### src/uuencode_line_encoder_top_defines.svh
// ----------------------------------------------------------------------------
// uuencode line encoder: assertion macros
// Shared property wrappers, clocked on clock and disabled while in reset.
// ----------------------------------------------------------------------------
`ifndef UUENCODE_LINE_ENCODER_TOP_DEFINES_SVH
`define UUENCODE_LINE_ENCODER_TOP_DEFINES_SVH

// Same-cycle implication.
`define UULE_ASSERT_NOW(label, ante, cons, msg) \
   label: assert property (@(posedge clock) disable iff (reset) (ante) |-> (cons)) \
      else $error(msg);

// Next-cycle implication.
`define UULE_ASSERT_NEXT(label, ante, cons, msg) \
   label: assert property (@(posedge clock) disable iff (reset) (ante) |=> (cons)) \
      else $error(msg);

`endif

### src/uule_pkg.sv
// ----------------------------------------------------------------------------
// uuencode line encoder package
// Shared widths, character codes and sequencer types.
// ----------------------------------------------------------------------------
`timescale 1ns / 1ps

package uule_pkg;

   localparam int unsigned BYTE_W = 8;
   localparam int unsigned RES_W  = 6;

   localparam logic [BYTE_W-1:0] SPACE_CHAR   = 8'h20;
   localparam logic [BYTE_W-1:0] NEWLINE_CHAR = 8'h0A;

   // index of the last request result that may be delivered
   localparam logic [RES_W-1:0] LAST_RESULT = 6'd63;

   typedef enum logic [2:0] {
      ST_IDLE,
      ST_LEN,
      ST_GRP,
      ST_NL,
      ST_TSP,
      ST_TNL
   } state_type;

   typedef enum logic [1:0] {
      PH_HI,
      PH_MID,
      PH_LOW,
      PH_TAIL
   } phase_type;

   // map a six-bit value onto its printable character
   function automatic logic [BYTE_W-1:0] enc6(input logic [5:0] value);
      enc6 = {2'b00, value} + SPACE_CHAR;
   endfunction

endpackage

### src/uule_if.sv
// ----------------------------------------------------------------------------
// uuencode line encoder channels
// Valid/ready interfaces for the byte request and the character result.
// ----------------------------------------------------------------------------
`timescale 1ns / 1ps

interface uule_req_if;
   logic                          valid;
   logic                          ready;
   logic [uule_pkg::BYTE_W-1:0]   data_byte;
   logic                          byte_present;
   logic                          end_of_data;

   modport source (output valid, output data_byte, output byte_present,
                   output end_of_data, input ready);
   modport sink   (input valid, input data_byte, input byte_present,
                   input end_of_data, output ready);
endinterface

interface uule_rsp_if;
   logic                          valid;
   logic                          ready;
   logic [uule_pkg::BYTE_W-1:0]   out_char;
   logic                          last_of_run;

   modport source (output valid, output out_char, output last_of_run, input ready);
   modport sink   (input valid, input out_char, input last_of_run, output ready);
endinterface

### src/uuencode_line_encoder_top.sv
// ----------------------------------------------------------------------------
// uuencode line encoder, top level
// After a request is accepted, the sequencer leaves idle and its first character moves into
// the output register once that register is free or being drained.
// A request that emits nothing returns straight to idle; one that sends a line steps
// through accept, length, groups and newline, then the terminator if the stream ends;
// one character per cycle while the output is not stalled.
// Reset: synchronous; clears the sequencer, byte count and output valid; line store not cleared.
// ----------------------------------------------------------------------------
`timescale 1ns / 1ps
`include "uuencode_line_encoder_top_defines.svh"

module uuencode_line_encoder_top #(
   parameter int unsigned LINE_BYTES = 45
) (
   input  logic          clock,
   input  logic          reset,
   uule_req_if.sink      req_bus,
   uule_rsp_if.source    rsp_bus
);

   localparam int unsigned ADDR_W = $clog2(LINE_BYTES);
   localparam int unsigned CNT_W  = $clog2(LINE_BYTES + 1);
   localparam int unsigned IDX_W  = $clog2(LINE_BYTES + 3);
   localparam int unsigned BW     = uule_pkg::BYTE_W;

   // ---------------------------------------------------------------------------
   // State
   // ---------------------------------------------------------------------------
   uule_pkg::state_type    state_ff, state_in;
   uule_pkg::phase_type    phase_ff, phase_in;
   logic [CNT_W-1:0]       count_ff, count_in;     // bytes held in the line store
   logic [CNT_W-1:0]       len_ff, len_in;         // length of the line being sent
   logic                   term_ff, term_in;       // terminator follows the line
   logic [IDX_W-1:0]       idx_ff, idx_in;         // byte index of the read port
   logic [BW-1:0]          prev_ff, prev_in;       // previous byte of the group
   logic [uule_pkg::RES_W-1:0] res_ff, res_in;     // results sent for this request

   logic [BW-1:0]          rd_data_ff;             // registered read of line_store[idx_ff]
   logic [ADDR_W-1:0]      rd_addr;

   logic                   out_valid_ff, out_valid_in;
   logic [BW-1:0]          out_char_ff, out_char_in;
   logic                   out_last_ff, out_last_in;

   // line store: one write port for incoming bytes, one registered read port
   logic [BW-1:0]          line_store [LINE_BYTES];

   // ---------------------------------------------------------------------------
   // Request side: take a request only while the sequencer is idle
   // ---------------------------------------------------------------------------
   logic                   req_take;
   logic [CNT_W-1:0]       cnt_plus;
   logic                   line_full;
   logic                   do_line;

   assign req_bus.ready = (state_ff == uule_pkg::ST_IDLE);
   assign req_take      = req_bus.valid && req_bus.ready;

   // store the byte first, then decide whether a line goes out
   assign cnt_plus  = count_ff + CNT_W'(req_bus.byte_present);
   assign line_full = req_bus.byte_present && (cnt_plus == CNT_W'(LINE_BYTES));
   assign do_line   = line_full || (req_bus.end_of_data && (cnt_plus != '0));

   // ---------------------------------------------------------------------------
   // Output side: a character moves into the output register when it is free
   // or being drained in this cycle
   // ---------------------------------------------------------------------------
   logic                   advance;
   logic                   emit;

   assign advance = !out_valid_ff || rsp_bus.ready;
   assign emit    = (state_ff != uule_pkg::ST_IDLE) && advance;

   assign rsp_bus.valid       = out_valid_ff;
   assign rsp_bus.out_char    = out_char_ff;
   assign rsp_bus.last_of_run = out_last_ff;

   // ---------------------------------------------------------------------------
   // Shared encode unit: pick six bits out of the current byte pair and offset
   // them into the printable range. Bytes past the line length read as zero,
   // which fills the missing bytes of a short final group.
   // ---------------------------------------------------------------------------
   logic [BW-1:0]          cur_byte;
   logic [5:0]             six;
   logic [BW-1:0]          enc_char;

   assign cur_byte = (idx_ff < IDX_W'(len_ff)) ? rd_data_ff : '0;

   always_comb begin
      six = '0;
      case (phase_ff)
         uule_pkg::PH_HI:   six = cur_byte[7:2];
         uule_pkg::PH_MID:  six = {prev_ff[1:0], cur_byte[7:4]};
         uule_pkg::PH_LOW:  six = {prev_ff[3:0], cur_byte[7:6]};
         uule_pkg::PH_TAIL: six = prev_ff[5:0];
         default:           six = '0;
      endcase
      if (state_ff == uule_pkg::ST_LEN) begin
         six = 6'(len_ff);
      end
   end

   assign enc_char = uule_pkg::enc6(six);

   // ---------------------------------------------------------------------------
   // Sequencer: length character, four characters per group, newline, and the
   // terminator line at end of data. The read port runs one index ahead so the
   // registered read data always belongs to idx_ff.
   // ---------------------------------------------------------------------------
   always_comb begin
      state_in     = state_ff;
      phase_in     = phase_ff;
      count_in     = count_ff;
      len_in       = len_ff;
      term_in      = term_ff;
      idx_in       = idx_ff;
      prev_in      = prev_ff;
      res_in       = res_ff;
      out_char_in  = out_char_ff;
      out_last_in  = out_last_ff;
      // drop the valid once the held character is taken
      out_valid_in = out_valid_ff && !rsp_bus.ready;

      case (state_ff)
         uule_pkg::ST_IDLE: begin
            if (req_take) begin
               // flush or end of stream empties the store
               count_in = (do_line || req_bus.end_of_data) ? '0 : cnt_plus;
               len_in   = cnt_plus;
               term_in  = req_bus.end_of_data;
               idx_in   = '0;
               phase_in = uule_pkg::PH_HI;
               res_in   = '0;
               if (do_line) begin
                  state_in = uule_pkg::ST_LEN;
               end else if (req_bus.end_of_data) begin
                  state_in = uule_pkg::ST_TSP;
               end
            end
         end
         uule_pkg::ST_LEN: begin
            if (emit) begin
               state_in = uule_pkg::ST_GRP;
               phase_in = uule_pkg::PH_HI;
            end
         end
         uule_pkg::ST_GRP: begin
            if (emit) begin
               case (phase_ff)
                  uule_pkg::PH_HI: begin
                     prev_in  = cur_byte;
                     idx_in   = idx_ff + IDX_W'(1);
                     phase_in = uule_pkg::PH_MID;
                  end
                  uule_pkg::PH_MID: begin
                     prev_in  = cur_byte;
                     idx_in   = idx_ff + IDX_W'(1);
                     phase_in = uule_pkg::PH_LOW;
                  end
                  uule_pkg::PH_LOW: begin
                     prev_in  = cur_byte;
                     idx_in   = idx_ff + IDX_W'(1);
                     phase_in = uule_pkg::PH_TAIL;
                  end
                  uule_pkg::PH_TAIL: begin
                     // idx_ff already points at the next group
                     phase_in = uule_pkg::PH_HI;
                     if (idx_ff >= IDX_W'(len_ff)) begin
                        state_in = uule_pkg::ST_NL;
                     end
                  end
                  default: phase_in = uule_pkg::PH_HI;
               endcase
            end
         end
         uule_pkg::ST_NL: begin
            if (emit) begin
               state_in = term_ff ? uule_pkg::ST_TSP : uule_pkg::ST_IDLE;
            end
         end
         uule_pkg::ST_TSP: begin
            if (emit) begin
               state_in = uule_pkg::ST_TNL;
            end
         end
         uule_pkg::ST_TNL: begin
            if (emit) begin
               state_in = uule_pkg::ST_IDLE;
            end
         end
         default: state_in = uule_pkg::ST_IDLE;
      endcase

      if (emit) begin
         out_valid_in = 1'b1;
         res_in       = res_ff + uule_pkg::RES_W'(1);
         case (state_ff)
            uule_pkg::ST_NL:  out_char_in = uule_pkg::NEWLINE_CHAR;
            uule_pkg::ST_TSP: out_char_in = uule_pkg::SPACE_CHAR;
            uule_pkg::ST_TNL: out_char_in = uule_pkg::NEWLINE_CHAR;
            default:          out_char_in = enc_char;
         endcase
         out_last_in = (state_ff == uule_pkg::ST_TNL) ||
                       ((state_ff == uule_pkg::ST_NL) && !term_ff) ||
                       (res_ff == uule_pkg::LAST_RESULT);
         // result cap reached: drop whatever this request still had to send
         if (res_ff == uule_pkg::LAST_RESULT) begin
            state_in = uule_pkg::ST_IDLE;
         end
      end
   end

   // out-of-range indices only occur past the line length, where data is masked
   assign rd_addr = (idx_in < IDX_W'(LINE_BYTES)) ? idx_in[ADDR_W-1:0] : '0;

   // ---------------------------------------------------------------------------
   // Registers
   // ---------------------------------------------------------------------------
   always_ff @(posedge clock) begin
      if (reset) begin
         state_ff     <= uule_pkg::ST_IDLE;
         phase_ff     <= uule_pkg::PH_HI;
         count_ff     <= '0;
         term_ff      <= 1'b0;
         idx_ff       <= '0;
         res_ff       <= '0;
         out_valid_ff <= 1'b0;
      end else begin
         state_ff     <= state_in;
         phase_ff     <= phase_in;
         count_ff     <= count_in;
         term_ff      <= term_in;
         idx_ff       <= idx_in;
         res_ff       <= res_in;
         out_valid_ff <= out_valid_in;
      end
   end

   always_ff @(posedge clock) begin
      len_ff      <= len_in;
      prev_ff     <= prev_in;
      out_char_ff <= out_char_in;
      out_last_ff <= out_last_in;
   end

   // line store write and registered read
   always_ff @(posedge clock) begin
      if (req_take && req_bus.byte_present) begin
         line_store[count_ff[ADDR_W-1:0]] <= req_bus.data_byte;
      end
      rd_data_ff <= line_store[rd_addr];
   end

   // ---------------------------------------------------------------------------
   // Assertions
   // ---------------------------------------------------------------------------
   // short terms for the checks below
   logic [IDX_W-1:0]       idx_limit;
   logic                   take_end;
   logic                   take_idle;
   logic                   busy;

   assign idx_limit = IDX_W'(len_ff) + IDX_W'(2);
   assign take_end  = req_take && req_bus.end_of_data;
   assign take_idle = req_take && !req_bus.byte_present && !req_bus.end_of_data;
   assign busy      = (state_ff != uule_pkg::ST_IDLE);

   `UULE_ASSERT_NOW(a_count_below_line, 1'b1, count_ff < CNT_W'(LINE_BYTES), "store overflow")
   `UULE_ASSERT_NOW(a_idx_bound, state_ff == uule_pkg::ST_GRP, idx_ff <= idx_limit, "bad index")
   `UULE_ASSERT_NEXT(a_eod_flushes, take_end, (count_ff == '0) && busy, "no flush at end")
   `UULE_ASSERT_NEXT(a_idle_request, take_idle, $stable(count_ff) && !busy, "idle moved")

endmodule

### src/flat_wrapper.sv
// flat-port wrapper written by rule: the top's interface ports become plain ports
module uuencode_line_encoder_top_flat 
#(
   parameter int unsigned LINE_BYTES = 45
)
  (clock, reset, req_bus_valid, req_bus_data_byte, req_bus_byte_present, req_bus_end_of_data, req_bus_ready, rsp_bus_valid, rsp_bus_out_char, rsp_bus_last_of_run, rsp_bus_ready);
  uule_req_if req_bus_i ();
  uule_rsp_if rsp_bus_i ();
  input  logic clock;
  input  logic reset;
  input wire logic [$bits(req_bus_i.valid)-1:0] req_bus_valid;
  input wire logic [$bits(req_bus_i.data_byte)-1:0] req_bus_data_byte;
  input wire logic [$bits(req_bus_i.byte_present)-1:0] req_bus_byte_present;
  input wire logic [$bits(req_bus_i.end_of_data)-1:0] req_bus_end_of_data;
  output wire logic [$bits(req_bus_i.ready)-1:0] req_bus_ready;
  output wire logic [$bits(rsp_bus_i.valid)-1:0] rsp_bus_valid;
  output wire logic [$bits(rsp_bus_i.out_char)-1:0] rsp_bus_out_char;
  output wire logic [$bits(rsp_bus_i.last_of_run)-1:0] rsp_bus_last_of_run;
  input wire logic [$bits(rsp_bus_i.ready)-1:0] rsp_bus_ready;
  assign req_bus_i.valid = req_bus_valid;
  assign req_bus_i.data_byte = req_bus_data_byte;
  assign req_bus_i.byte_present = req_bus_byte_present;
  assign req_bus_i.end_of_data = req_bus_end_of_data;
  assign req_bus_ready = req_bus_i.ready;
  assign rsp_bus_valid = rsp_bus_i.valid;
  assign rsp_bus_out_char = rsp_bus_i.out_char;
  assign rsp_bus_last_of_run = rsp_bus_i.last_of_run;
  assign rsp_bus_i.ready = rsp_bus_ready;
  uuencode_line_encoder_top #(.LINE_BYTES(LINE_BYTES)) u_core (.clock(clock), .reset(reset), .req_bus(req_bus_i), .rsp_bus(rsp_bus_i));
endmodule
### config.mk
export PLATFORM = sky130hd
export DESIGN_NAME = uuencode_line_encoder_top_flat
export DESIGN_NICKNAME = d
export VERILOG_FILES = /design/src/uule_pkg.sv /design/src/uule_if.sv /design/src/uuencode_line_encoder_top.sv /design/src/flat_wrapper.sv
export VERILOG_INCLUDE_DIRS = /design/src /design/src/src
export SDC_FILE = /design/constraint.sdc
export NUM_CORES = 1
export LEC_CHECK = 0
export BUFFER_PORTS_ARGS = -buffer_cell sky130_fd_sc_hd__buf_2
export CAP_MARGIN = 20
export CORE_MARGIN = 2
export CORE_UTILIZATION = 30
export DETAILED_ROUTE_END_ITERATION = 7
export PLACE_DENSITY = 0.48
export REMOVE_ABC_BUFFERS = 1
export SYNTH_ARGS = -nofsm -noshare
export SYNTH_HDL_FRONTEND = slang
export SYNTH_SLANG_ARGS = --single-unit
### constraint.sdc
create_clock -name clock -period 4.45 [get_ports clock]
set_clock_uncertainty 0.05 [all_clocks]
set_input_delay 0.2225 -clock clock [delete_from_list [all_inputs] [get_ports clock]]
set_output_delay 0.2225 -clock clock [all_outputs]
set_load 0.01 [all_outputs]
# After elaboration in Yosys (flattened, before gate mapping)
# Memory sizes are Yosys's and may differ from the RTL's. A register that Yosys moved wholly into a read port is not among the register bits.
# Cells that the tools add are included.
[classes] add_sub_neg=4 order_cmp=3 n_eq_ne=13 n_mux=35 reduce_logical=28
[op_table] operator="$mux W6" n=9
[op_table] operator="$mux W3" n=13
[op_table] operator="$pmux W6 S4" n=1
[op_table] operator="$pmux W3 S6" n=1
[op_table] operator="$pmux W8 S2" n=1
[op_table] operator="$add A6 B1 Y6 const B" n=2
[op_table] operator="$eq A6 B6 Y1 const B" n=2
[op_table] operator="$pmux W6 S2" n=1
[op_table] operator="$mux W8" n=1
[op_table] operator="$pmux W2 S4" n=1
[op_table] operator="$add A6 B6 Y7 const B" n=1
[op_table] operator="$logic_and A1 B1 Y1" n=7
[op_table] operator="$add A6 B1 Y6" n=1
[op_table] operator="$eq A3 B2 Y1 const B" n=2
[op_table] operator="$eq A3 B3 Y1 const B" n=2
[op_table] operator="$ge A6 B6 Y1" n=1
[op_table] operator="$lt A6 B6 Y1" n=1
[op_table] operator="$lt A6 B6 Y1 const B" n=1
[op_table] operator="$mux W2" n=3
[op_table] operator="$pmux W2 S3" n=1
[op_table] operator="$reduce_bool A3 Y1" n=2
[op_table] operator="$reduce_bool A6 Y1" n=1
[op_table] operator="$logic_or A1 B1 Y1" n=5
[op_table] operator="$eq A2 B2 Y1 const B" n=2
[op_table] operator="14 further kinds" n=21
[totals] reg_bits=46 ramBits=360 input_bits=14 output_inout_bits=11 mem_count=1
[memory_table] memory="u_core.line_store" depth=45 word_bits=8 rd=1 rd_clocked_by_memory_dff=1 write_ports=1 line="uuencode_line_encoder_top.sv:47" text="logic [BW-1:0] line_store [LINE_BYTES];"

# Longest topological paths before layout
[logic_depth] depth_word=9 ltp_mapped=14

# Worst setup path after synthesis
# Ideal clock, no wire load.
[synth_timing] path_type="reg2reg" from="register u_core.phase_ff[0]" to="register u_core.rd_data_ff[6] (read register of u_core.line_store)" setup_time_ps=129 t_arrival_ps=2828 required_ps=4271 setup_slack_ps=1443 path_stages_with_launch=12 path_buffers=1 synth_period_minus_slack_ps=3007 cell_sequence="dfxtp_1 -> ha_1 -> nand2b_1 -> o31a_1 -> o22ai_2 -> o21ai_2 -> a21oi_2 -> clkbuf_1 -> a221oi_1 -> a31o_2 -> a221oi_1 -> a311oi_1"
[synth_via] elab_chain_len=7 word_cells_on_any_way=9
[synth_lines] item="start, declared" line="uuencode_line_encoder_top.sv:31" text="uule_pkg::phase_type phase_ff, phase_in;"
[synth_lines] item="start signal, assigned" line="uuencode_line_encoder_top.sv:223" text="phase_ff <= uule_pkg::PH_HI;"
[synth_lines] item="start signal, assigned" line="uuencode_line_encoder_top.sv:231" text="phase_ff <= phase_in;"
[synth_lines] item="$eq A2 B1 Y1 (tied with other cells)" line="uuencode_line_encoder_top.sv:150" text="case (phase_ff)"
[synth_lines] item="$reduce_or A3 Y1 (no source line) (*)"
[synth_lines] item="$mux W6 (*)"
[synth_lines] item="$mux W6 (*)" line="uuencode_line_encoder_top.sv:149" text="if (emit) begin"
[synth_lines] item="$pmux W6 S2 (*)" line="uuencode_line_encoder_top.sv:125" text="case (state_ff)"
[synth_lines] item="$lt A6 B6 Y1" line="uuencode_line_encoder_top.sv:215" text="assign rd_addr = (idx_in < IDX_W'(LINE_BYTES)) ? idx_in[ADDR_W-1:0] : '0;"
[synth_lines] item="$mux W6 (*)" line="uuencode_line_encoder_top.sv:215"
[synth_lines] item="end, declared" line="uuencode_line_encoder_top.sv:39" text="logic [BW-1:0] rd_data_ff;"
# Every way passes the cells marked *; elsewhere a longest branch is shown, timed or not.
# A chain may end at the register's enable or synchronous reset.

# Final worst setup path
[layout_timing] from="register u_core.phase_ff[0]" to="register u_core.rd_data_ff[3] (read register of u_core.line_store)"
# Same word-level chain as after synthesis.

==> qor.csv <==
metric;value;unit
average cell area after synthesis;13.83;um2
Pleak;6.902;nW
Max Root-Sink Buffers;3;
io pins;25;
all-layer global routing usage;0.1720;
fin cells;2136;
global-route wire length before repair;76060;um
final setup TNS;0;ns
unrepaired setup endpoints after global routing;no;
max_cap viols;0;
layout cells sized above 1;0.1482;
met2 usage;0.2752;
internal power;7.107;mW
Yosys warnings;0;
# H-tree levels;2;
mapped cell area;17500;um2
Std-Cell Rows;88;
CP Capture Type;flop;
setup ws final;0.1636;ns
CTS tree;done;
root buf cell;clkbuf_16;
Pins Over Slew Limit;0;
met1 global-route usage;0.2266;
die area;60280;um2
NetSw;2.329;mW
Filler Cells Inserted;5629;
Peak VDD IR;0.2709;mV
clock share of power;0.423;
GP Congestion;0.8695;
Final Hold Fails;0;
area of the multi-input gates;5002;um2
starting density of the core;0.3033;
Worst-path clk slew;0.06;ns
Finished Cell Area;20350;um2
post-DP HPWL;33320;um
clock latency on the worst-skew pair;0.60;ns
normalized max-slew margin;0.2620;
placed insts;2046;
Final min period;4.286;ns
Worst-Margin Slew;1.107;ns
Required @ worst endpoint;4.94;ns
crit path DAT;4.77;ns
vias;11300;
Sequential Area;12070;um2
Place WS;0.2509;ns
total grt overflow;0;
outcome;finished, final reports clean;
unique cell type count in the Yosys netlist;90;
Syn Inst Count;1265;
FF+latch count, synth;413;
Critical Path Source Type;flop;
cts bufs inserted;47;
P per Cell Area;463.7;nW/um2
I/O Buffers;23;
met3 Usage GRT;0.03536;
drt drc;0;
ys flop type;edfxtp_1;
Core Util, Final;0.3528;
period utilization;0.9632;
Max Fclk;233.3;MHz
async set-reset flop share out of synthesis;0;
Die X;245.5;um
Comb power frac;0.113;
clock sink total;413;
initial antenna violation count;0;
Area growth, synth to finish;16.30;%
Setup CP Type;reg2reg;
Worst Path Max Fanout;9;
pin count of the biggest net entering global routing;60;
GRT busiest layer;met2;
Post-synth EDFFs;380;
vias in the first global route;11310;
Total Wirelength;52040;um
core region area;57700;um2
average via count per standard cell;5.288;
Sw Share;0.2468;
HP Class;in2reg;
register area share after synthesis;0.6898;
Seq pwr share;0.465;
# nets final;1360;
# setup viols final;0;
DIE HEIGHT;245.5;um
Initial DRC Count;1007;
Post-DRT Antenna Nets;0;
placed inst area;18750;um2
routed len/inst;24.36;um
Pre-Repair DR Iteration Count;5;
[path summary, 6_finish.rpt]
kind / slack [ns] / to / depth (start not counted) / start
worst min-delay path: 0.04 / u_core.idx_ff[3] / 2 / reset
worst max-delay path: 0.16 / u_core.rd_data_ff[3] / 10 / u_core.phase_ff[0]
worst min register to register: 0.42 / u_core.term_ff / 2 / u_core.term_ff
worst max register to register: 0.16 / u_core.rd_data_ff[3] / 10 / u_core.phase_ff[0]
[stage by stage]
stage	hold slack [ns]	total power, mW
floorplan	0.2416	5.075
global placement	0.4176	5.521
detailed placement	0.4214	5.526
CTS	0.02525	9.521
global route	0.03938	9.765
finish	0.04155	9.436
[placed cells by master, fill, tap and decap left out, types with 27 or more instances in the layout]
master / instances
dfxtp_1: 33
edfxtp_1: 380
mux2i_1: 54
nor2_1: 124
buf_4: 57
o21ai_0: 39
clkbuf_16: 47
nand2_1: 119
nand3_1: 27
a21oi_1: 43
[metal layers]
layer,wire (um),vias to the layer above,share of wire
met2,24270,323,0.47
met4,1889,0,0.036
met5,0,-,0
met3,3045,87,0.059
met1,22830,5766,0.44
li1,-,5120,-
[timing repair]
| item | 4_1_cts | 5_1_grt |
|---|---|---|
| resized for setup | 0 | 1 |
| endpoints found under the setup margin | 0 | 1 |
| hold buffers | 1 | 0 |
| buffers inserted | 0 | 0 |
| hold endpoints to repair | 2 | 0 |
[Yosys cell counts, types with 22 or more instances]
cell / number / share of area
edfxtp_1: 380 / 0.65
nor2_1: 124 / 0.027
nand2_1: 119 / 0.026
mux2i_1: 54 / 0.031
a21oi_1: 43 / 0.012
o21ai_0: 39 / 0.011
dfxtp_1: 33 / 0.038
clkbuf_1: 29 / 0.0062
nand3_1: 27 / 0.0077
buf_2: 22 / 0.0063
o22ai_1: 22 / 0.0079
[power by group through the flow]
stage | clock, mW | combinational [mW] | sequential, mW
after floorplan | 0 | 0.615 | 4.46
after global placement | 0 | 1.06 | 4.46
after detailed placement | 0 | 1.06 | 4.47
after CTS | 4.07 | 1.06 | 4.38
after global routing | 4.22 | 1.15 | 4.39
final | 3.99 | 1.06 | 4.38
[registers in the layout, summed over array words and instances (netlist names)]
name,cells
u_core.rsp_bus.last_of_run,1
u_core.res_ff,6
u_core.term_ff,1
u_core.phase_ff,2
u_core.line_store,360
u_core.rd_data_ff,8
u_core.rsp_bus.valid,1
u_core.state_ff,3
u_core.idx_ff,6
u_core.rsp_bus.out_char,7
u_core.prev_ff,6
u_core.len_ff,6
u_core.count_ff,6
[layout make-up]
type / count / share of cell area
sequential: 413 / 0.5931
multi-input combinational: 762 / 0.2458
clock buffer: 66 / 0.06277
tap: 765 / 0.04703
timing repair buffer: 86 / 0.03209
clock inverter: 22 / 0.01519
inverter: 21 / 0.003873
antenna: 1 / 0.0001230
[cells by family after synthesis]
logic type / share of synthesized area
adders and majority gates: 0.01073
muxes: 0.03475
buffers and inverters: 0.02517
DFF: 0.6898
xor gates and xnor gates: 0.002503
and+or+nand+nor: 0.09538
AOI/OAI and AO/OA: 0.1414
other: 0.0002143
[worst max-delay path: stages, from the launching register on]
cell and delay [ns]:
dfxtp_1 0.35, ha_1 0.32, nand4b_1 0.26, o311a_1 0.41
o21ai_2 0.31, nand2_1 0.32, a21oi_2 0.58, o22ai_1 0.21
a2111oi_0 0.98, nor4_1 0.16, and4bb_1 0.30
Power figures use the tool's default switching activity.
